<file path="src/hw/rtl/crs_pkg.sv">
// Shared types, codes and tables of the circle rasterizer.
// No dependencies; used by the controller, the datapath and the top level.
package crs_pkg;

   // result coordinates are always this wide, two's complement
   localparam int PIX_W      = 14;
   localparam int COLOR_W    = 8;
   localparam int MODE_W     = 2;
   localparam int CSR_INDEX_W = 3;
   localparam int SLOT_W     = 3;
   localparam int COUNT_W    = 4;

   // symmetry modes; the unused code behaves as twofold
   localparam logic [MODE_W-1:0] MODE_EIGHT = 2'd0;
   localparam logic [MODE_W-1:0] MODE_FOUR  = 2'd1;
   localparam logic [MODE_W-1:0] MODE_TWO   = 2'd2;

   // register indexes of the configuration port
   localparam logic [CSR_INDEX_W-1:0] REG_RADIUS = 3'd0;
   localparam logic [CSR_INDEX_W-1:0] REG_COLOR  = 3'd1;
   localparam logic [CSR_INDEX_W-1:0] REG_MODE   = 3'd2;
   localparam logic [CSR_INDEX_W-1:0] REG_XMAX   = 3'd3;
   localparam logic [CSR_INDEX_W-1:0] REG_YMAX   = 3'd4;

   // which computed coordinate feeds one axis of a mirrored pixel
   typedef enum logic [1:0] {
      SEL_X,
      SEL_Y,
      SEL_MX,
      SEL_MY
   } coord_sel_type;

   typedef struct packed {
      coord_sel_type sel_x;
      coord_sel_type sel_y;
   } pixel_pair_type;

   // controller to datapath
   typedef struct packed {
      logic              load_req;
      logic              limit_start;
      logic              limit_take;
      logic              index_fix;
      logic              square;
      logic              y_start;
      logic              y_take;
      logic              coord;
      logic              emit;
      logic              advance;
      logic [SLOT_W-1:0] slot;
   } cmd_type;

   // datapath to controller
   typedef struct packed {
      logic              sqrt_done;
      logic              mode_eight;
      logic [MODE_W-1:0] mode;
   } status_type;

   // pixels per column
   function automatic logic [COUNT_W-1:0] pixel_count(input logic [MODE_W-1:0] mode);
      logic [COUNT_W-1:0] n;
      priority if (mode == MODE_EIGHT) begin
         n = 4'd8;
      end else if (mode == MODE_FOUR) begin
         n = 4'd4;
      end else begin
         n = 4'd2;
      end
      return n;
   endfunction

   // emission order of the mirrored pixels within one column
   function automatic pixel_pair_type pixel_pair(input logic [MODE_W-1:0] mode,
                                                 input logic [SLOT_W-1:0] slot);
      pixel_pair_type p;
      p = '{sel_x: SEL_X, sel_y: SEL_Y};
      priority if (mode == MODE_EIGHT) begin
         unique case (slot)
            3'd0:    p = '{sel_x: SEL_X,  sel_y: SEL_Y};
            3'd1:    p = '{sel_x: SEL_Y,  sel_y: SEL_X};
            3'd2:    p = '{sel_x: SEL_Y,  sel_y: SEL_MX};
            3'd3:    p = '{sel_x: SEL_X,  sel_y: SEL_MY};
            3'd4:    p = '{sel_x: SEL_MX, sel_y: SEL_MY};
            3'd5:    p = '{sel_x: SEL_MY, sel_y: SEL_MX};
            3'd6:    p = '{sel_x: SEL_MY, sel_y: SEL_X};
            default: p = '{sel_x: SEL_MX, sel_y: SEL_Y};
         endcase
      end else if (mode == MODE_FOUR) begin
         unique case (slot[1:0])
            2'd0:    p = '{sel_x: SEL_X,  sel_y: SEL_Y};
            2'd1:    p = '{sel_x: SEL_X,  sel_y: SEL_MY};
            2'd2:    p = '{sel_x: SEL_MX, sel_y: SEL_Y};
            default: p = '{sel_x: SEL_MX, sel_y: SEL_MY};
         endcase
      end else begin
         if (slot[0]) begin
            p = '{sel_x: SEL_X, sel_y: SEL_MY};
         end else begin
            p = '{sel_x: SEL_X, sel_y: SEL_Y};
         end
      end
      return p;
   endfunction

endpackage

</file>
<file path="src/hw/rtl/crs_req_if.sv">
// Request channel of the circle rasterizer: one word per column tick.
// No dependencies.
interface crs_req_if;
   logic valid;
   logic ready;
   logic restart;

   modport source (output valid, output restart, input ready);
   modport sink   (input valid, input restart, output ready);
endinterface

</file>
<file path="src/hw/rtl/crs_rsp_if.sv">
// Response channel of the circle rasterizer: one word per pixel.
// Depends on crs_pkg for the field widths.
interface crs_rsp_if;
   logic                               valid;
   logic                               ready;
   logic signed [crs_pkg::PIX_W-1:0]   pixel_x;
   logic signed [crs_pkg::PIX_W-1:0]   pixel_y;
   logic        [crs_pkg::COLOR_W-1:0] pixel_color;
   logic                               inside_res;
   logic                               last_of_column;
   logic                               last_of_circle;

   modport source (output valid, output pixel_x, output pixel_y, output pixel_color,
                   output inside_res, output last_of_column, output last_of_circle,
                   input ready);
   modport sink   (input valid, input pixel_x, input pixel_y, input pixel_color,
                   input inside_res, input last_of_column, input last_of_circle,
                   output ready);
endinterface

</file>
<file path="src/hw/rtl/crs_isqrt.sv">
// Iterative integer square root, one root bit per cycle, with remainder.
// No dependencies; instantiated by crs_datapath.
module crs_isqrt #(
   parameter int RADIUS_BITS = 11
) (
   input  logic                        clock,
   input  logic                        reset,
   input  logic                        start,
   input  logic [2*RADIUS_BITS+1:0]    value,
   output logic                        done,
   output logic [RADIUS_BITS:0]        root,
   output logic [RADIUS_BITS+3:0]      rem
);

   localparam int SQ_W  = 2 * RADIUS_BITS + 2;
   localparam int RT_W  = RADIUS_BITS + 1;
   localparam int REM_W = RADIUS_BITS + 4;
   localparam int CNT_W = $clog2(RT_W + 1);

   logic [SQ_W-1:0]  v_ff, v_in;
   logic [RT_W-1:0]  root_ff, root_in;
   logic [REM_W-1:0] rem_ff, rem_in;
   logic [CNT_W-1:0] count_ff;
   logic             busy_ff;
   logic             done_ff;

   logic [REM_W-1:0] shifted;
   logic [REM_W-1:0] trial;
   logic             fits;

   // one restoring step: bring down two radicand bits, try root*4+1
   always_comb begin
      shifted = {rem_ff[REM_W-3:0], v_ff[SQ_W-1 -: 2]};
      trial   = REM_W'({root_ff, 2'b01});
      fits    = (shifted >= trial);
      rem_in  = fits ? (shifted - trial) : shifted;
      root_in = {root_ff[RT_W-2:0], fits};
      v_in    = {v_ff[SQ_W-3:0], 2'b00};
   end

   always_ff @(posedge clock) begin
      if (reset) begin
         busy_ff  <= 1'b0;
         done_ff  <= 1'b0;
         count_ff <= '0;
      end else if (start) begin
         busy_ff  <= 1'b1;
         done_ff  <= 1'b0;
         count_ff <= CNT_W'(RT_W);
      end else if (busy_ff) begin
         count_ff <= count_ff - CNT_W'(1);
         if (count_ff == CNT_W'(1)) begin
            busy_ff <= 1'b0;
            done_ff <= 1'b1;
         end
      end
   end

   always_ff @(posedge clock) begin
      if (start) begin
         v_ff    <= value;
         root_ff <= '0;
         rem_ff  <= '0;
      end else if (busy_ff) begin
         v_ff    <= v_in;
         root_ff <= root_in;
         rem_ff  <= rem_in;
      end
   end

   assign done = done_ff;
   assign root = root_ff;
   assign rem  = rem_ff;

endmodule

</file>
<file path="src/hw/rtl/crs_datapath.sv">
// Datapath of the circle rasterizer: registers, column state, square root,
// coordinates and the result word register. Depends on crs_pkg and crs_isqrt.
module crs_datapath #(
   parameter int RADIUS_BITS = 11,
   parameter int COORD_BITS  = 12,
   localparam int DATA_W = ((RADIUS_BITS > COORD_BITS ? RADIUS_BITS : COORD_BITS) > 8) ?
                           (RADIUS_BITS > COORD_BITS ? RADIUS_BITS : COORD_BITS) : 8
) (
   input  logic                                clock,
   input  logic                                reset,
   input  logic                                csr_write_en,
   input  logic [crs_pkg::CSR_INDEX_W-1:0]     csr_index,
   input  logic [DATA_W-1:0]                   csr_data,
   input  logic                                req_restart,
   input  crs_pkg::cmd_type                    cmd,
   output crs_pkg::status_type                 status,
   output logic signed [crs_pkg::PIX_W-1:0]    pixel_x,
   output logic signed [crs_pkg::PIX_W-1:0]    pixel_y,
   output logic        [crs_pkg::COLOR_W-1:0]  pixel_color,
   output logic                                inside_res,
   output logic                                last_of_column,
   output logic                                last_of_circle
);

   localparam int IW    = RADIUS_BITS + 1;
   localparam int RT_W  = RADIUS_BITS + 1;
   localparam int SQ_W  = 2 * RADIUS_BITS + 2;
   localparam int RR_W  = 2 * RADIUS_BITS;
   localparam int REM_W = RADIUS_BITS + 4;
   localparam int CW    = (COORD_BITS > RADIUS_BITS ? COORD_BITS : RADIUS_BITS) + 3;
   localparam int PIX_W = crs_pkg::PIX_W;

   // configuration
   logic [RADIUS_BITS-1:0]          radius_ff;
   logic [crs_pkg::COLOR_W-1:0]     color_ff;
   logic [crs_pkg::MODE_W-1:0]      mode_ff;
   logic [COORD_BITS-1:0]           xmax_ff;
   logic [COORD_BITS-1:0]           ymax_ff;

   // column state and work registers
   logic signed [IW-1:0]            index_ff, index_in;
   logic [RADIUS_BITS-1:0]          limit_ff, limit_in;
   logic                            restart_ff;
   logic [RR_W-1:0]                 rr_ff, ii_ff;
   logic [RADIUS_BITS-1:0]          yy_ff;
   logic signed [CW-1:0]            x_ff, y_ff, mx_ff, my_ff;
   logic signed [CW-1:0]            x_in, y_in;
   logic                            final_ff;

   // result word
   logic signed [PIX_W-1:0]         px_ff, py_ff;
   logic [crs_pkg::COLOR_W-1:0]     color_out_ff;
   logic                            inside_ff, last_col_ff, last_circ_ff;

   logic                            sqrt_start;
   logic [SQ_W-1:0]                 sqrt_value;
   logic                            sqrt_done;
   logic [RT_W-1:0]                 sqrt_root;
   logic [REM_W-1:0]                sqrt_rem;

   logic                            mode_eight, mode_two;
   logic signed [IW-1:0]            start_idx, limit_s, abs_full;
   logic [RADIUS_BITS-1:0]          abs_i;
   logic [RR_W-1:0]                 rr_prod, ii_prod, diff;
   logic [RT_W:0]                   lim_sum;
   logic [RT_W-1:0]                 yy_sum;
   logic                            round_up;
   logic signed [CW-1:0]            center, xmax_s, ymax_s, px, py;
   crs_pkg::pixel_pair_type         pair;
   logic                            last_col;

   // configuration writes
   always_ff @(posedge clock) begin
      if (reset) begin
         radius_ff <= '0;
         color_ff  <= 8'd1;
         mode_ff   <= crs_pkg::MODE_EIGHT;
         xmax_ff   <= COORD_BITS'(600);
         ymax_ff   <= COORD_BITS'(600);
      end else if (csr_write_en) begin
         unique case (csr_index)
            crs_pkg::REG_RADIUS: radius_ff <= csr_data[RADIUS_BITS-1:0];
            crs_pkg::REG_COLOR:  color_ff  <= csr_data[crs_pkg::COLOR_W-1:0];
            crs_pkg::REG_MODE:   mode_ff   <= csr_data[crs_pkg::MODE_W-1:0];
            crs_pkg::REG_XMAX:   xmax_ff   <= csr_data[COORD_BITS-1:0];
            crs_pkg::REG_YMAX:   ymax_ff   <= csr_data[COORD_BITS-1:0];
            default: ;
         endcase
      end
   end

   // mode decode, column bounds
   always_comb begin
      mode_eight = (mode_ff == crs_pkg::MODE_EIGHT);
      mode_two   = !mode_eight && (mode_ff != crs_pkg::MODE_FOUR);
      start_idx  = mode_two ? -$signed({1'b0, radius_ff}) : '0;
      limit_s    = $signed({1'b0, limit_ff});
      lim_sum    = {1'b0, sqrt_root} + (RT_W + 1)'(1);
      limit_in   = mode_eight ? lim_sum[RADIUS_BITS:1] : radius_ff;
      // restart request or a column left out of range by a register change
      if (restart_ff || (index_ff < start_idx) || (index_ff > limit_s)) begin
         index_in = start_idx;
      end else begin
         index_in = index_ff;
      end
   end

   // squares and the root operand
   always_comb begin
      abs_full   = index_ff[IW-1] ? -index_ff : index_ff;
      abs_i      = abs_full[RADIUS_BITS-1:0];
      rr_prod    = RR_W'(radius_ff) * RR_W'(radius_ff);
      ii_prod    = RR_W'(abs_i) * RR_W'(abs_i);
      diff       = (rr_ff >= ii_ff) ? (rr_ff - ii_ff) : '0;
      sqrt_start = cmd.limit_start | cmd.y_start;
      sqrt_value = cmd.limit_start ? {1'b0, rr_ff, 1'b0} : {2'b00, diff};
      // round to nearest: step up when v - m*m exceeds m
      round_up   = (sqrt_rem > REM_W'(sqrt_root));
      yy_sum     = sqrt_root + RT_W'(round_up);
   end

   crs_isqrt #(
      .RADIUS_BITS (RADIUS_BITS)
   ) u_isqrt (
      .clock (clock),
      .reset (reset),
      .start (sqrt_start),
      .value (sqrt_value),
      .done  (sqrt_done),
      .root  (sqrt_root),
      .rem   (sqrt_rem)
   );

   // column coordinates and mirrors
   always_comb begin
      center = $signed(CW'(xmax_ff >> 1));
      xmax_s = $signed(CW'(xmax_ff));
      ymax_s = $signed(CW'(ymax_ff));
      x_in   = CW'(index_ff) + center;
      y_in   = $signed(CW'(yy_ff)) + center;
   end

   // column state
   always_ff @(posedge clock) begin
      if (reset) begin
         index_ff <= '0;
         limit_ff <= '0;
      end else begin
         if (cmd.limit_take) begin
            limit_ff <= limit_in;
         end
         if (cmd.index_fix) begin
            index_ff <= index_in;
         end else if (cmd.advance) begin
            index_ff <= final_ff ? start_idx : (index_ff + IW'(1));
         end
      end
   end

   // work registers
   always_ff @(posedge clock) begin
      if (cmd.load_req) begin
         restart_ff <= req_restart;
         rr_ff      <= rr_prod;
      end
      if (cmd.square) begin
         ii_ff <= ii_prod;
      end
      if (cmd.y_take) begin
         yy_ff <= yy_sum[RADIUS_BITS-1:0];
      end
      if (cmd.coord) begin
         x_ff     <= x_in;
         y_ff     <= y_in;
         mx_ff    <= xmax_s - x_in;
         my_ff    <= ymax_s - y_in;
         final_ff <= (index_ff >= limit_s);
      end
   end

   // pick the mirrored pair for this slot
   always_comb begin
      pair = crs_pkg::pixel_pair(mode_ff, cmd.slot);
      unique case (pair.sel_x)
         crs_pkg::SEL_X:  px = x_ff;
         crs_pkg::SEL_Y:  px = y_ff;
         crs_pkg::SEL_MX: px = mx_ff;
         default:         px = my_ff;
      endcase
      unique case (pair.sel_y)
         crs_pkg::SEL_X:  py = x_ff;
         crs_pkg::SEL_Y:  py = y_ff;
         crs_pkg::SEL_MX: py = mx_ff;
         default:         py = my_ff;
      endcase
      last_col = ({1'b0, cmd.slot} == (crs_pkg::pixel_count(mode_ff) - 4'd1));
   end

   // result word register
   always_ff @(posedge clock) begin
      if (cmd.emit) begin
         px_ff        <= px[PIX_W-1:0];
         py_ff        <= py[PIX_W-1:0];
         color_out_ff <= color_ff;
         inside_ff    <= (px >= 0) && (px <= xmax_s) && (py >= 0) && (py <= ymax_s);
         last_col_ff  <= last_col;
         last_circ_ff <= last_col && final_ff;
      end
   end

   assign status.sqrt_done  = sqrt_done;
   assign status.mode_eight = mode_eight;
   assign status.mode       = mode_ff;

   assign pixel_x        = px_ff;
   assign pixel_y        = py_ff;
   assign pixel_color    = color_out_ff;
   assign inside_res     = inside_ff;
   assign last_of_column = last_col_ff;
   assign last_of_circle = last_circ_ff;

endmodule

</file>
<file path="src/hw/rtl/crs_ctrl.sv">
// Controller of the circle rasterizer: sequences one column per request word
// and owns both handshakes. Depends on crs_pkg.
module crs_ctrl (
   input  logic                clock,
   input  logic                reset,
   input  logic                req_valid,
   output logic                req_ready,
   output logic                rsp_valid,
   input  logic                rsp_ready,
   input  crs_pkg::status_type status,
   output crs_pkg::cmd_type    cmd
);

   typedef enum logic [3:0] {
      ST_IDLE,
      ST_LIMIT,
      ST_LIMIT_WAIT,
      ST_INDEX,
      ST_SQUARE,
      ST_Y_START,
      ST_Y_WAIT,
      ST_COORD,
      ST_EMIT
   } state_type;

   state_type                      state_ff, state_in;
   logic [crs_pkg::SLOT_W-1:0]     slot_ff, slot_in;
   logic                           rsp_valid_ff, rsp_valid_in;
   logic                           out_free;
   logic                           slot_last;

   // next state and commands
   always_comb begin
      state_in     = state_ff;
      slot_in      = slot_ff;
      out_free     = !rsp_valid_ff || rsp_ready;
      rsp_valid_in = rsp_valid_ff && !rsp_ready;
      slot_last    = ({1'b0, slot_ff} == (crs_pkg::pixel_count(status.mode) - 4'd1));
      cmd          = '0;
      cmd.slot     = slot_ff;
      req_ready    = 1'b0;
      unique case (state_ff)
         ST_IDLE: begin
            req_ready = 1'b1;
            if (req_valid) begin
               cmd.load_req = 1'b1;
               state_in     = ST_LIMIT;
            end
         end
         ST_LIMIT: begin
            // only eightfold needs a root for its last column
            if (status.mode_eight) begin
               cmd.limit_start = 1'b1;
               state_in        = ST_LIMIT_WAIT;
            end else begin
               cmd.limit_take = 1'b1;
               state_in       = ST_INDEX;
            end
         end
         ST_LIMIT_WAIT: begin
            if (status.sqrt_done) begin
               cmd.limit_take = 1'b1;
               state_in       = ST_INDEX;
            end
         end
         ST_INDEX: begin
            cmd.index_fix = 1'b1;
            state_in      = ST_SQUARE;
         end
         ST_SQUARE: begin
            cmd.square = 1'b1;
            state_in   = ST_Y_START;
         end
         ST_Y_START: begin
            cmd.y_start = 1'b1;
            state_in    = ST_Y_WAIT;
         end
         ST_Y_WAIT: begin
            if (status.sqrt_done) begin
               cmd.y_take = 1'b1;
               state_in   = ST_COORD;
            end
         end
         ST_COORD: begin
            cmd.coord = 1'b1;
            slot_in   = '0;
            state_in  = ST_EMIT;
         end
         ST_EMIT: begin
            // one pixel into the result register whenever it frees up
            if (out_free) begin
               cmd.emit     = 1'b1;
               rsp_valid_in = 1'b1;
               slot_in      = slot_ff + crs_pkg::SLOT_W'(1);
               if (slot_last) begin
                  cmd.advance = 1'b1;
                  state_in    = ST_IDLE;
               end
            end
         end
         default: begin
            state_in = ST_IDLE;
         end
      endcase
   end

   always_ff @(posedge clock) begin
      if (reset) begin
         state_ff     <= ST_IDLE;
         slot_ff      <= '0;
         rsp_valid_ff <= 1'b0;
      end else begin
         state_ff     <= state_in;
         slot_ff      <= slot_in;
         rsp_valid_ff <= rsp_valid_in;
      end
   end

   assign rsp_valid = rsp_valid_ff;

endmodule

</file>
<file path="src/hw/rtl/circle_raster_symmetry_top.sv">
// Circle rasterizer, one column per request word. Each request word either
// restarts at the first column of the current symmetry mode or advances one
// column, wrapping to the first column after the last; the block answers with
// 8, 4 or 2 mirrored pixel words (eightfold, fourfold, twofold). The square
// roots come from one shared unit that yields one root bit per cycle, and the
// pixel words leave one per cycle, while the receiver is ready, through a
// single result register. Eightfold mode takes two roots per column (the last
// column and the height), the other modes only the height. The next request
// word is taken once the last pixel of a column sits in the result register.
// Registers are written through the csr_ port while the block idles; the user
// is bound to this, the block itself does not enforce it.
// Depends on crs_pkg, crs_req_if, crs_rsp_if, crs_ctrl and crs_datapath.
module circle_raster_symmetry_top #(
   parameter int RADIUS_BITS = 11,
   parameter int COORD_BITS  = 12,
   localparam int DATA_W = ((RADIUS_BITS > COORD_BITS ? RADIUS_BITS : COORD_BITS) > 8) ?
                           (RADIUS_BITS > COORD_BITS ? RADIUS_BITS : COORD_BITS) : 8
) (
   input  logic                            clock,
   input  logic                            reset,
   input  logic                            csr_write_en,
   input  logic [crs_pkg::CSR_INDEX_W-1:0] csr_index,
   input  logic [DATA_W-1:0]               csr_data,
   crs_req_if.sink                         req_bus,
   crs_rsp_if.source                       rsp_bus
);

   crs_pkg::cmd_type    cmd;
   crs_pkg::status_type status;

   crs_ctrl u_ctrl (
      .clock     (clock),
      .reset     (reset),
      .req_valid (req_bus.valid),
      .req_ready (req_bus.ready),
      .rsp_valid (rsp_bus.valid),
      .rsp_ready (rsp_bus.ready),
      .status    (status),
      .cmd       (cmd)
   );

   crs_datapath #(
      .RADIUS_BITS (RADIUS_BITS),
      .COORD_BITS  (COORD_BITS)
   ) u_datapath (
      .clock          (clock),
      .reset          (reset),
      .csr_write_en   (csr_write_en),
      .csr_index      (csr_index),
      .csr_data       (csr_data),
      .req_restart    (req_bus.restart),
      .cmd            (cmd),
      .status         (status),
      .pixel_x        (rsp_bus.pixel_x),
      .pixel_y        (rsp_bus.pixel_y),
      .pixel_color    (rsp_bus.pixel_color),
      .inside_res     (rsp_bus.inside_res),
      .last_of_column (rsp_bus.last_of_column),
      .last_of_circle (rsp_bus.last_of_circle)
   );

endmodule

</file>
<file path="src/flat_wrapper.sv">
// flat-port wrapper written by rule: the top's interface ports become plain ports
module circle_raster_symmetry_top_flat 
#(
   parameter int RADIUS_BITS = 11,
   parameter int COORD_BITS  = 12,
   localparam int DATA_W = ((RADIUS_BITS > COORD_BITS ? RADIUS_BITS : COORD_BITS) > 8) ?
                           (RADIUS_BITS > COORD_BITS ? RADIUS_BITS : COORD_BITS) : 8
)
  (clock, reset, csr_write_en, csr_index, csr_data, req_bus_valid, req_bus_restart, req_bus_ready, rsp_bus_valid, rsp_bus_pixel_x, rsp_bus_pixel_y, rsp_bus_pixel_color, rsp_bus_inside_res, rsp_bus_last_of_column, rsp_bus_last_of_circle, rsp_bus_ready);
  crs_req_if req_bus_i ();
  crs_rsp_if rsp_bus_i ();
  input  logic clock;
  input  logic reset;
  input  logic csr_write_en;
  input  logic [crs_pkg::CSR_INDEX_W-1:0] csr_index;
  input  logic [DATA_W-1:0] csr_data;
  input wire logic [$bits(req_bus_i.valid)-1:0] req_bus_valid;
  input wire logic [$bits(req_bus_i.restart)-1:0] req_bus_restart;
  output wire logic [$bits(req_bus_i.ready)-1:0] req_bus_ready;
  output wire logic [$bits(rsp_bus_i.valid)-1:0] rsp_bus_valid;
  output wire logic [$bits(rsp_bus_i.pixel_x)-1:0] rsp_bus_pixel_x;
  output wire logic [$bits(rsp_bus_i.pixel_y)-1:0] rsp_bus_pixel_y;
  output wire logic [$bits(rsp_bus_i.pixel_color)-1:0] rsp_bus_pixel_color;
  output wire logic [$bits(rsp_bus_i.inside_res)-1:0] rsp_bus_inside_res;
  output wire logic [$bits(rsp_bus_i.last_of_column)-1:0] rsp_bus_last_of_column;
  output wire logic [$bits(rsp_bus_i.last_of_circle)-1:0] rsp_bus_last_of_circle;
  input wire logic [$bits(rsp_bus_i.ready)-1:0] rsp_bus_ready;
  assign req_bus_i.valid = req_bus_valid;
  assign req_bus_i.restart = req_bus_restart;
  assign req_bus_ready = req_bus_i.ready;
  assign rsp_bus_valid = rsp_bus_i.valid;
  assign rsp_bus_pixel_x = rsp_bus_i.pixel_x;
  assign rsp_bus_pixel_y = rsp_bus_i.pixel_y;
  assign rsp_bus_pixel_color = rsp_bus_i.pixel_color;
  assign rsp_bus_inside_res = rsp_bus_i.inside_res;
  assign rsp_bus_last_of_column = rsp_bus_i.last_of_column;
  assign rsp_bus_last_of_circle = rsp_bus_i.last_of_circle;
  assign rsp_bus_i.ready = rsp_bus_ready;
  circle_raster_symmetry_top #(.RADIUS_BITS(RADIUS_BITS), .COORD_BITS(COORD_BITS)) u_core (.clock(clock), .reset(reset), .csr_write_en(csr_write_en), .csr_index(csr_index), .csr_data(csr_data), .req_bus(req_bus_i), .rsp_bus(rsp_bus_i));
endmodule
</file>
<file path="config.mk">
export PLATFORM = sky130hd
export DESIGN_NAME = circle_raster_symmetry_top_flat
export DESIGN_NICKNAME = d
export VERILOG_FILES = /design/src/hw/rtl/crs_pkg.sv /design/src/hw/rtl/crs_req_if.sv /design/src/hw/rtl/crs_rsp_if.sv /design/src/hw/rtl/crs_isqrt.sv /design/src/hw/rtl/crs_datapath.sv /design/src/hw/rtl/crs_ctrl.sv /design/src/hw/rtl/circle_raster_symmetry_top.sv /design/src/flat_wrapper.sv
export SDC_FILE = /design/constraint.sdc
export NUM_CORES = 1
export LEC_CHECK = 0
export ABC_AREA = 1
export BUFFER_PORTS_ARGS = -buffer_cell sky130_fd_sc_hd__buf_2
export CORE_ASPECT_RATIO = 0.8
export CORE_MARGIN = 5
export CORE_UTILIZATION = 65
export CTS_BUF_LIST = sky130_fd_sc_hd__clkbuf_4
export DETAILED_ROUTE_END_ITERATION = 10
export GPL_ROUTABILITY_DRIVEN = 0
export PLACE_DENSITY_LB_ADDON = 0.15
export SYNTH_ARGS = -nofsm -noshare
export SYNTH_HDL_FRONTEND = slang
export SYNTH_SLANG_ARGS = --single-unit
</file>
<file path="constraint.sdc">
create_clock -name clock -period 7.41 [get_ports clock]
set_clock_uncertainty 0.1 [all_clocks]
set_input_delay 0.3705 -clock clock [delete_from_list [all_inputs] [get_ports clock]]
set_output_delay 0.3705 -clock clock [all_outputs]
set_load 0.005 [all_outputs]
</file>
=== After elaboration in Yosys (flattened, before gate mapping) ===
Index checks and enable logic that the tools add are counted.

* Flip-flop bits (word level): 287
* Input bits: 21
* Output and inout bits: 41

* Add/subtract/negate cells: 14
* Multipliers: 2
* Magnitude comparators: 10
* Equality and inequality tests: 34
* Muxes and demuxes: 53
* Bitwise logic cells: 1
* Reduce and logical (&&, ||, !) cells: 32

{| class="wikitable"
|+ Operators by type and width
! operator !! number
|-
| 15-bit case mux with 3 select lines || 2
|-
| 12-bit 2-to-1 mux || 5
|-
| 24-bit 2-to-1 mux || 2
|-
| 11-bit by 11-bit multiplier with 22-bit output || 2
|-
| 4-bit 2-to-1 mux || 10
|-
| 4-bit case mux with 9 select lines || 1
|-
| 15-bit by 1-bit greater-or-equal comparator with 1-bit output, second input constant || 2
|-
| 15-bit by 13-bit less-or-equal comparator with 1-bit output || 2
|-
| 4-bit case mux with 7 select lines || 1
|-
| 23-bit 2-to-1 mux || 1
|-
| 22-bit greater-or-equal comparator || 1
|-
| 11-bit 2-to-1 mux || 2
|-
| 22-bit 2-to-1 mux || 1
|-
| 22-bit subtractor || 1
|-
| 1-bit 2-to-1 mux || 19
|-
| 4-bit by 3-bit equality test with 1-bit output, second input constant || 4
|-
| 2-bit AND reduction || 8
|-
| 15-bit by 14-bit greater-or-equal comparator with 1-bit output || 1
|-
| 15-bit by 12-bit greater-than comparator with 1-bit output || 1
|-
| 15-bit 2-to-1 mux || 1
|-
| 15-bit by 14-bit subtractor with 15-bit output || 1
|-
| 13-bit by 13-bit subtractor with 14-bit output || 1
|-
| 12-bit by 12-bit adder with 13-bit output || 1
|-
| 12-bit by 12-bit subtractor with 13-bit output || 1
|-
| 37 further kinds || 75
|}

=== Longest topological paths before layout ===
Gate-level depths: netlist of the first run.

* Depth in word-level cells: 10
* Gate-level depth with buffers: 33
* Gate-level depth less buffers: 32

=== Modules after synthesis ===
From an unflattened synthesis of the first run, not the netlist that was laid out.

* Cell total of the unflattened synthesis: 3030
* Area, all modules: 24166.9 sq um

{| class="wikitable"
|+ Modules (own cells, without submodules)
! module !! times used !! cells each !! area each (sq um) !! sequential area each (sq um)
|-
| crs_datapath || 1 || 2495 || 20370.8 || 5745.5
|-
| crs_isqrt || 1 || 448 || 3245.6 || 1381.3
|-
| crs_ctrl || 1 || 87 || 550.5 || 160.2
|}

=== Least setup slack after synthesis of the first run ===
Ideal clock, no wire load.

* Path kind: register to register
* Start: register u_core.u_datapath.index_ff[0]
* End: register u_core.u_datapath.ii_ff[19] (data pin)
* Arrival: 5909 ps
* Data required time: 7052 ps
* Slack: 1143 ps
* Cell stages (with the launch flop): 33
* Buffers on the path: 1
* Clock period less this slack: 6267 ps
* Cells stage by stage: dfxtp_1 > inv_2 > clkbuf_1 > ha_1 > nand2_1 > nor2_1 > nand3_1 > nand2_1 > inv_2 > nor2_4 > nand3_1 > nand2_1 > inv_1 > nor2_1 > inv_1 > fa_1 > fa_1 > inv_1 > fa_1 > fa_1 > inv_1 > fa_1 > inv_1 > ha_1 > nand2_1 > nor2_1 > o21ai_0 > o211ai_1 > nor2_1 > o21bai_1 > nand2_1 > nand2_1 > xor2_1

* Word-level cells in the longest chain between the ends: 3

{| class="wikitable"
|+ Ends and longest elaborated chain
! element !! line !! RTL
|-
| start, declared || crs_datapath.sv:41 || <nowiki>logic signed [IW-1:0] index_ff, index_in;</nowiki>
|-
| start signal, assigned || crs_datapath.sv:153 || <nowiki>index_ff <= index_in;</nowiki>
|-
| start signal, assigned || crs_datapath.sv:155 || <nowiki>index_ff <= final_ff ? start_idx : (index_ff + IW'(1));</nowiki>
|-
| 11-bit negation || crs_datapath.sv:110 || <nowiki>abs_full = index_ff[IW-1] ? -index_ff : index_ff;</nowiki>
|-
| 11-bit 2-to-1 mux * || crs_datapath.sv:110 ||
|-
| 11-bit by 11-bit multiplier with 22-bit output * || crs_datapath.sv:113 || <nowiki>ii_prod = RR_W'(abs_i) * RR_W'(abs_i);</nowiki>
|-
| via u_core.u_datapath.ii_prod[19] || crs_datapath.sv:64 || <nowiki>logic [RR_W-1:0] rr_prod, ii_prod, diff;</nowiki>
|-
| end signal, assigned || crs_datapath.sv:167 || <nowiki>ii_ff <= ii_prod;</nowiki>
|-
| end, declared || crs_datapath.sv:44 || <nowiki>logic [RR_W-1:0] rr_ff, ii_ff;</nowiki>
|}

Mark *: on every way through the listed nets, which the timed path passes. The rest lies on a longest branch.
A chain may end at the register's enable or synchronous reset.

=== Final worst setup path of the first run ===
Ends and elaborated chain as after synthesis.

==> results.toml, run 1 <==
[run_status]
outcome = "finished clean"

[critical_path]
worstSetupStartpointType = "register"
rr_startpoint = "u_core.u_datapath.index_ff[0]"
critPathRequiredTime_ps = 7760
reg2reg_to = "u_core.u_datapath.ii_ff[19]"
crit_top_cell = "nand2_1"
arrival_ps = 7030
worstPathMaxFanout = 15
worstSetupStartpoint = "u_core.u_datapath.index_ff[0]"
slowest_stage = "fa_1"
cpPeakStageDelay_ps = 550
critPathKind = "reg -> reg"
crit_path_end_kind = "register"
r2r_slack_ps = 730
r2r_cells = 31

[drt]
firstDrtPassIters = 8
vias = 20590
via_per_inst = 5.833
wl_mm = 64.98
drt_iter0_drc = 2198
drc = 0
ant_nets = 0
wire_per_inst_um = 18.41

[power]
finalPower_w = 0.004875
p_leak_nw = 12.82
pwr_density_cell_nw_per_um2 = 190.4
peakVddDrop_mv = 0.2642

[logic_synthesis]
synth.area.top_cells = "edfxtp_1 21%, ha_1 13%, fa_1 11%"
synth-edff-count = 170
syn_nets = 3282
synth_common_cells = "523 x inv_1, 519 x nand2_1, 245 x ha_1"
async_flop_share_pct = 0
synth_area_um2 = 23800
synth-seq-area-share_pct = 30.62
synth_warnings = 0
syn_area_per_cell_um2 = 8.251
ys_ff_latch = 279
synth_most_common_cell = "inv_1"
synth_top_area_share_pct = 21.45
synth_cells = 2884
yosysTopAreaCell = "edfxtp_1"
ys_types = 72
synth_flop_cell = "edfxtp_1"

[clock_network]
worstSkewPairLatency_ps = 730
clk_pin_slew_ps = 70
tritoncts = "done"
clockBufferDepth = 3
cts_sinks = 279
cts_setup_buffers = 0
h-tree-depth = 3
numCtsBuffers = 74
cts-root-buf = "clkbuf_4"

[floorplanning]
core_um2 = 35990
initial_core_util_pct = 66.11
core.rowCount = 62
ios = 62
dieArea_um2 = 40560
die-width_um = 223.9
die-height_um = 181.1

[placement]
dp_hpwl_mm = 51.04
place_ws_ps = 888.5
place_inst = 3376
portBuffers = 61

[timing]
setup_tns_ps = 0
finalSetupViolCount = 0
final.period_utilization_pct = 90.18
maxSlewHeadroom_pct = 22.08
fmax_mhz = 149.6
final.setup.worst_slack_ps = 727.5
worstMarginPinSlew_ps = 1168
final-max-slew-violation-count = 0
grt_setup_unrepaired = "false"
post-route-min-period_ps = 6682
final_hold_viol_count = 0

[cells_and_area]
nNetsFinal = 3389
drive_gt1_share_pct = 9.085
syn_to_final_growth_pct = 7.588
final_cells = 3530

[global_route]
grt_pass1_vias = 19920
grt.total_usage_pct = 31.73
overflow = 0
grt_max_degree = 59
antenna_found_initial = 3
grt_pass1_wl_mm = 103.5

[hold_path]
hold_path_depth = 5
hold_class = "in -> reg"
hold_start = "csr_index[1]"
whs_endpoint = "u_core.u_datapath.mode_ff[1]"

[flow_run]
cap_violations = 0
[worst max-delay path, delay by kind of cell (launching register included)]
family / cells / cell delay, ps
adders and majority gates: 7 / 3210
DFF: 1 / 400
AOI/OAI and AO/OA: 3 / 340
xor gates and xnor gates: 1 / 150
and+or+nand+nor: 13 / 1450
buffers and inverters: 7 / 720
[cell families after synthesis]
kind of cell / synth area share, %
and+or+nand+nor: 16.99
buffers and inverters: 10.23
AOI/OAI and AO/OA: 13.28
adders and majority gates: 23.99
DFF: 30.62
xor gates and xnor gates: 4.853
muxes: 0.04207
[metrics by stage]
step	cell area, um^2	utilization, %	hold slack (ps)
floorplan	23800	-	303.0
global placement	24460	67.95	310.1
detailed placement	24460	67.95	313.4
CTS	25600	71.12	14.53
global route	25600	71.12	60.01
finish	25600	71.12	51.60
[worst max-delay path by stage]
stage                     slack, ps                          end  cells after the start
final                           730  u_core.u_datapath.ii_ff[19]                     31
after global routing            280  u_core.u_datapath.ii_ff[19]                     32
after CTS                       810  u_core.u_datapath.ii_ff[19]                     30
after detailed placement        890  u_core.u_datapath.ii_ff[19]                     31
after global placement         1040  u_core.u_datapath.ii_ff[19]                     32
after floorplan                1140  u_core.u_datapath.ii_ff[19]                     32
[placed cells by master, fill, tap and decap left out, types with 4 or more instances in the layout]
master,synthesis,final
o21ai_1,14,14
clkinv_1,2,17
dlygate4sd3_1,0,19
nor2_4,7,9
dfxtp_1,109,109
xnor2_1,37,37
a31oi_1,6,6
a21boi_0,6,6
a221oi_1,9,9
inv_2,15,17
clkinv_2,0,6
nor4_1,5,5
nor2_1,206,203
nand2_1,519,519
a21o_1,11,11
inv_1,523,523
o21ai_0,189,189
ha_1,245,245
fa_1,132,132
buf_4,7,16
buf_2,12,61
nand4_1,26,26
a21oi_1,215,215
nand3_1,102,102
nor2_2,5,6
o31ai_1,6,6
o21bai_1,12,12
nand3b_1,4,4
nor3_1,27,26
xor2_1,93,93
o211ai_2,9,9
a22oi_1,19,19
nand2_2,9,9
o211ai_1,15,15
clkbuf_4,0,108
o22ai_1,16,16
or2_2,5,5
edfxtp_1,170,170
[state kept, by name (all words and copies together), names as in the netlist, 13 cells and up]
signal and count:
u_core.u_datapath.u_isqrt.v_ff 24, u_core.u_datapath.ii_ff 21, u_core.u_datapath.rr_ff 21, u_core.u_datapath.u_isqrt.rem 15
u_core.u_datapath.mx_ff 14, u_core.u_datapath.pixel_x 14, u_core.u_datapath.pixel_y 14, u_core.u_datapath.my_ff 13
u_core.u_datapath.x_ff 13
[timing repair]
action,CTS,global route
resized for setup,0,0
endpoints found under the hold margin,41,0
hold buffers,19,0
[cell type report]
type                    instances  area [um^2]
multi-input cells            1997        14100
fillers                      2827        10390
flip-flops and latches        279         7287
inverters                     543         2048
clock buffers                 108        810.8
repair buffers                 96        615.6
well taps                     480        600.6
clock inverters                26        138.9
diodes                          1        2.502
[routing by layer]
metal / vias up / GRT usage [%] / wire length [um]
met5: - / 0 / 119
met4: 4 / 8.574 / 1660
met3: 161 / 11.31 / 8590
met2: 1098 / 45.46 / 26620
met1: 9633 / 45.79 / 27980
li1: 9695 / - / -
[report_power, final]
group          internal [W]  total [W]  switching, W
Sequential          0.00181    0.00191     0.0000998
Clock              0.000709    0.00140      0.000689
Combinational      0.000545    0.00157       0.00102
Power figures use the tool's default switching activity.
==> run 2: changes to the inputs <==
--- a/config.mk
+++ b/config.mk
@@ -14,6 +14,7 @@
 export DETAILED_ROUTE_END_ITERATION = 10
 export GPL_ROUTABILITY_DRIVEN = 0
 export PLACE_DENSITY_LB_ADDON = 0.15
+export SKIP_LAST_GASP = 1
 export SYNTH_ARGS = -nofsm -noshare
 export SYNTH_HDL_FRONTEND = slang
 export SYNTH_SLANG_ARGS = --single-unit
==> constraint.sdc (replaced) <==
create_clock -name clock -period 7.41 [get_ports clock]
set_clock_uncertainty 0.1 [all_clocks]
set_input_delay 0 -clock clock [delete_from_list [all_inputs] [get_ports clock]]
set_output_delay 0 -clock clock [all_outputs]
set_load 0.005 [all_outputs]
==> run 2 against run 1 <==
  * Setup slack better by 15 ps
  * Fmax up 0.23%
  * Power up 0.18%
  * Critical path type unchanged
  * Critical endpoint unchanged
  * Largest cell class unchanged
==> results.toml, run 2 (synthesis results as in run 1) <==
[clock_network]
worstSkewPairLatency_ps = 730
clk_pin_slew_ps = 80
h-tree-depth = 3
cts_sinks = 279
cts-root-buf = "clkbuf_4"
cts_resized = 0
tritoncts = "done"
cts_setup_buffers = 0
numCtsBuffers = 74
clockBufferDepth = 3

[critical_path]
cpPeakStageDelay_ps = 540
critPathKind = "reg -> reg"
worstPathMaxFanout = 15
r2r_cells = 30
crit_path_end_kind = "register"
crit_end = "u_core.u_datapath.ii_ff[19]"
reg2reg_to = "u_core.u_datapath.ii_ff[19]"
r2r_slack_ps = 740
arrival_ps = 7020
rr_startpoint = "u_core.u_datapath.index_ff[0]"
critPathRequiredTime_ps = 7760
worstSetupStartpoint = "u_core.u_datapath.index_ff[0]"
crit_top_cell = "nand2_1"
slowest_stage = "fa_1"
worstSetupStartpointType = "register"

[timing]
post-route-min-period_ps = 6667
final-max-slew-violation-count = 0
grt_setup_unrepaired = "false"
fmax_mhz = 150.0
worstMarginPinSlew_ps = 1165
maxSlewHeadroom_pct = 22.25
finalSetupViolCount = 0
setup_tns_ps = 0
final_hold_viol_count = 0
final.period_utilization_pct = 89.97

[cells_and_area]
nNetsFinal = 3407
final_cells = 3551
top_register = "u_core.u_datapath.u_isqrt.v_ff"
largest_reg_flops = 24
top_regs = "u_core.u_datapath.u_isqrt.v_ff: 24 flops, u_core.u_datapath.ii_ff: 21 flops, u_core.u_datapath.rr_ff: 21 flops"
layout_common_cells = "523 x inv_1, 519 x nand2_1, 245 x ha_1, 215 x a21oi_1, 203 x nor2_1"
fillers = 2781
fin_util_pct = 71.65
syn_to_final_growth_pct = 8.376
final_common_cell = "inv_1"
drive_gt1_share_pct = 9.032

[drt]
wire_per_inst_um = 18.43
ant_nets = 0
drt_iter0_drc = 2276
drc = 0
wl_mm = 65.46
firstDrtPassIters = 7
via_per_inst = 5.820
vias = 20670

[global_route]
grt_pass1_vias = 20090
grt.total_usage_pct = 32.03
grt_pass1_wl_mm = 104.4
antenna_found_initial = 4
grt_max_degree = 59
overflow = 0

[placement]
dp_hpwl_mm = 51.04
portBuffers = 61
place_inst = 3376

[power]
peakVddDrop_mv = 0.2657
p_leak_nw = 12.90
pwr_density_cell_nw_per_um2 = 189.4

[floorplanning]
die-width_um = 223.9
initial_core_util_pct = 66.11
core_um2 = 35990
ios = 62
core.rowCount = 62
die-height_um = 181.1
dieArea_um2 = 40560

[hold_path]
hold_class = "in -> reg"
hold_path_depth = 4

[run_status]
outcome = "finished clean"

[flow_run]
cap_violations = 0
## run 2: cell types whose count changed in the layout (fill, tap and decap cells not counted), sizes merged
cell | before | now
dlygate4sd3 | 19 | 37
diode | 1 | 4
## run 2: critical path, delay by kind of cell (launching register included)
family | cells | cell delay [ps]
AOI/OAI and AO/OA | 4 | 580
adders and majority gates | 7 | 3190
xor gates and xnor gates | 1 | 60
and+or+nand+nor | 11 | 1290
DFF | 1 | 400
buffers and inverters | 7 | 740
## run 2: how the worst min path moves through the flow
stage	endpoint	slack, ps	from
after global placement	u_core.u_datapath.restart_ff	80	req_bus_restart
after floorplan	u_core.u_datapath.restart_ff	-1	req_bus_restart
after CTS	u_core.u_datapath.xmax_ff[8]	50	csr_data[8]
after detailed placement	u_core.u_datapath.restart_ff	80	req_bus_restart
after global routing	u_core.u_datapath.xmax_ff[7]	100	csr_data[7]
final	u_core.u_datapath.xmax_ff[8]	90	csr_data[8]
## run 2: per-layer routing
layer,track usage (%),vias to the layer above,routed length [um]
met3,11.24,144,8848
li1,-,9738,-
met2,45.95,1119,27110
met1,46.04,9665,27840
met4,9.187,2,1646
met5,0,-,13
## run 2: stage by stage
step                total power (W)  cell area [um^2]  hold WS [ps]  worst slack, ps
finish                     0.004884             25790         86.68            743.0
global route               0.005194             25780         98.46            279.0
CTS                        0.004861             25780         51.03            813.1
detailed placement         0.003456             24460         82.27            888.5
global placement           0.003407             24460         80.00             1036
floorplan                  0.003103             23800        -1.131             1143
## run 2: area by class of cell
class / instances / area, um^2 / share of cell area [%]
tap: 480 / 600.6 / 2.329
sequential: 279 / 7287 / 28.26
multi-input combinational: 1997 / 14100 / 54.67
timing repair buffer: 114 / 795.8 / 3.086
antenna: 4 / 10.01 / 0.03881
clock inverter: 26 / 138.9 / 0.5385
clock buffer: 108 / 810.8 / 3.144
inverter: 543 / 2048 / 7.942
## run 2: report_power, final
group	total (W)	switching [W]	internal [W]
clock	0.00140	0.000692	0.000709
combinational	0.00157	0.00102	0.000550
sequential	0.00191	0.000100	0.00181
total	0.00488	0.00182	0.00307
## run 2: what timing repair did
item | CTS | global route
endpoints found under the hold margin | 88 | 0
hold buffers | 37 | 0
endpoints found under the setup margin | 0 | 0
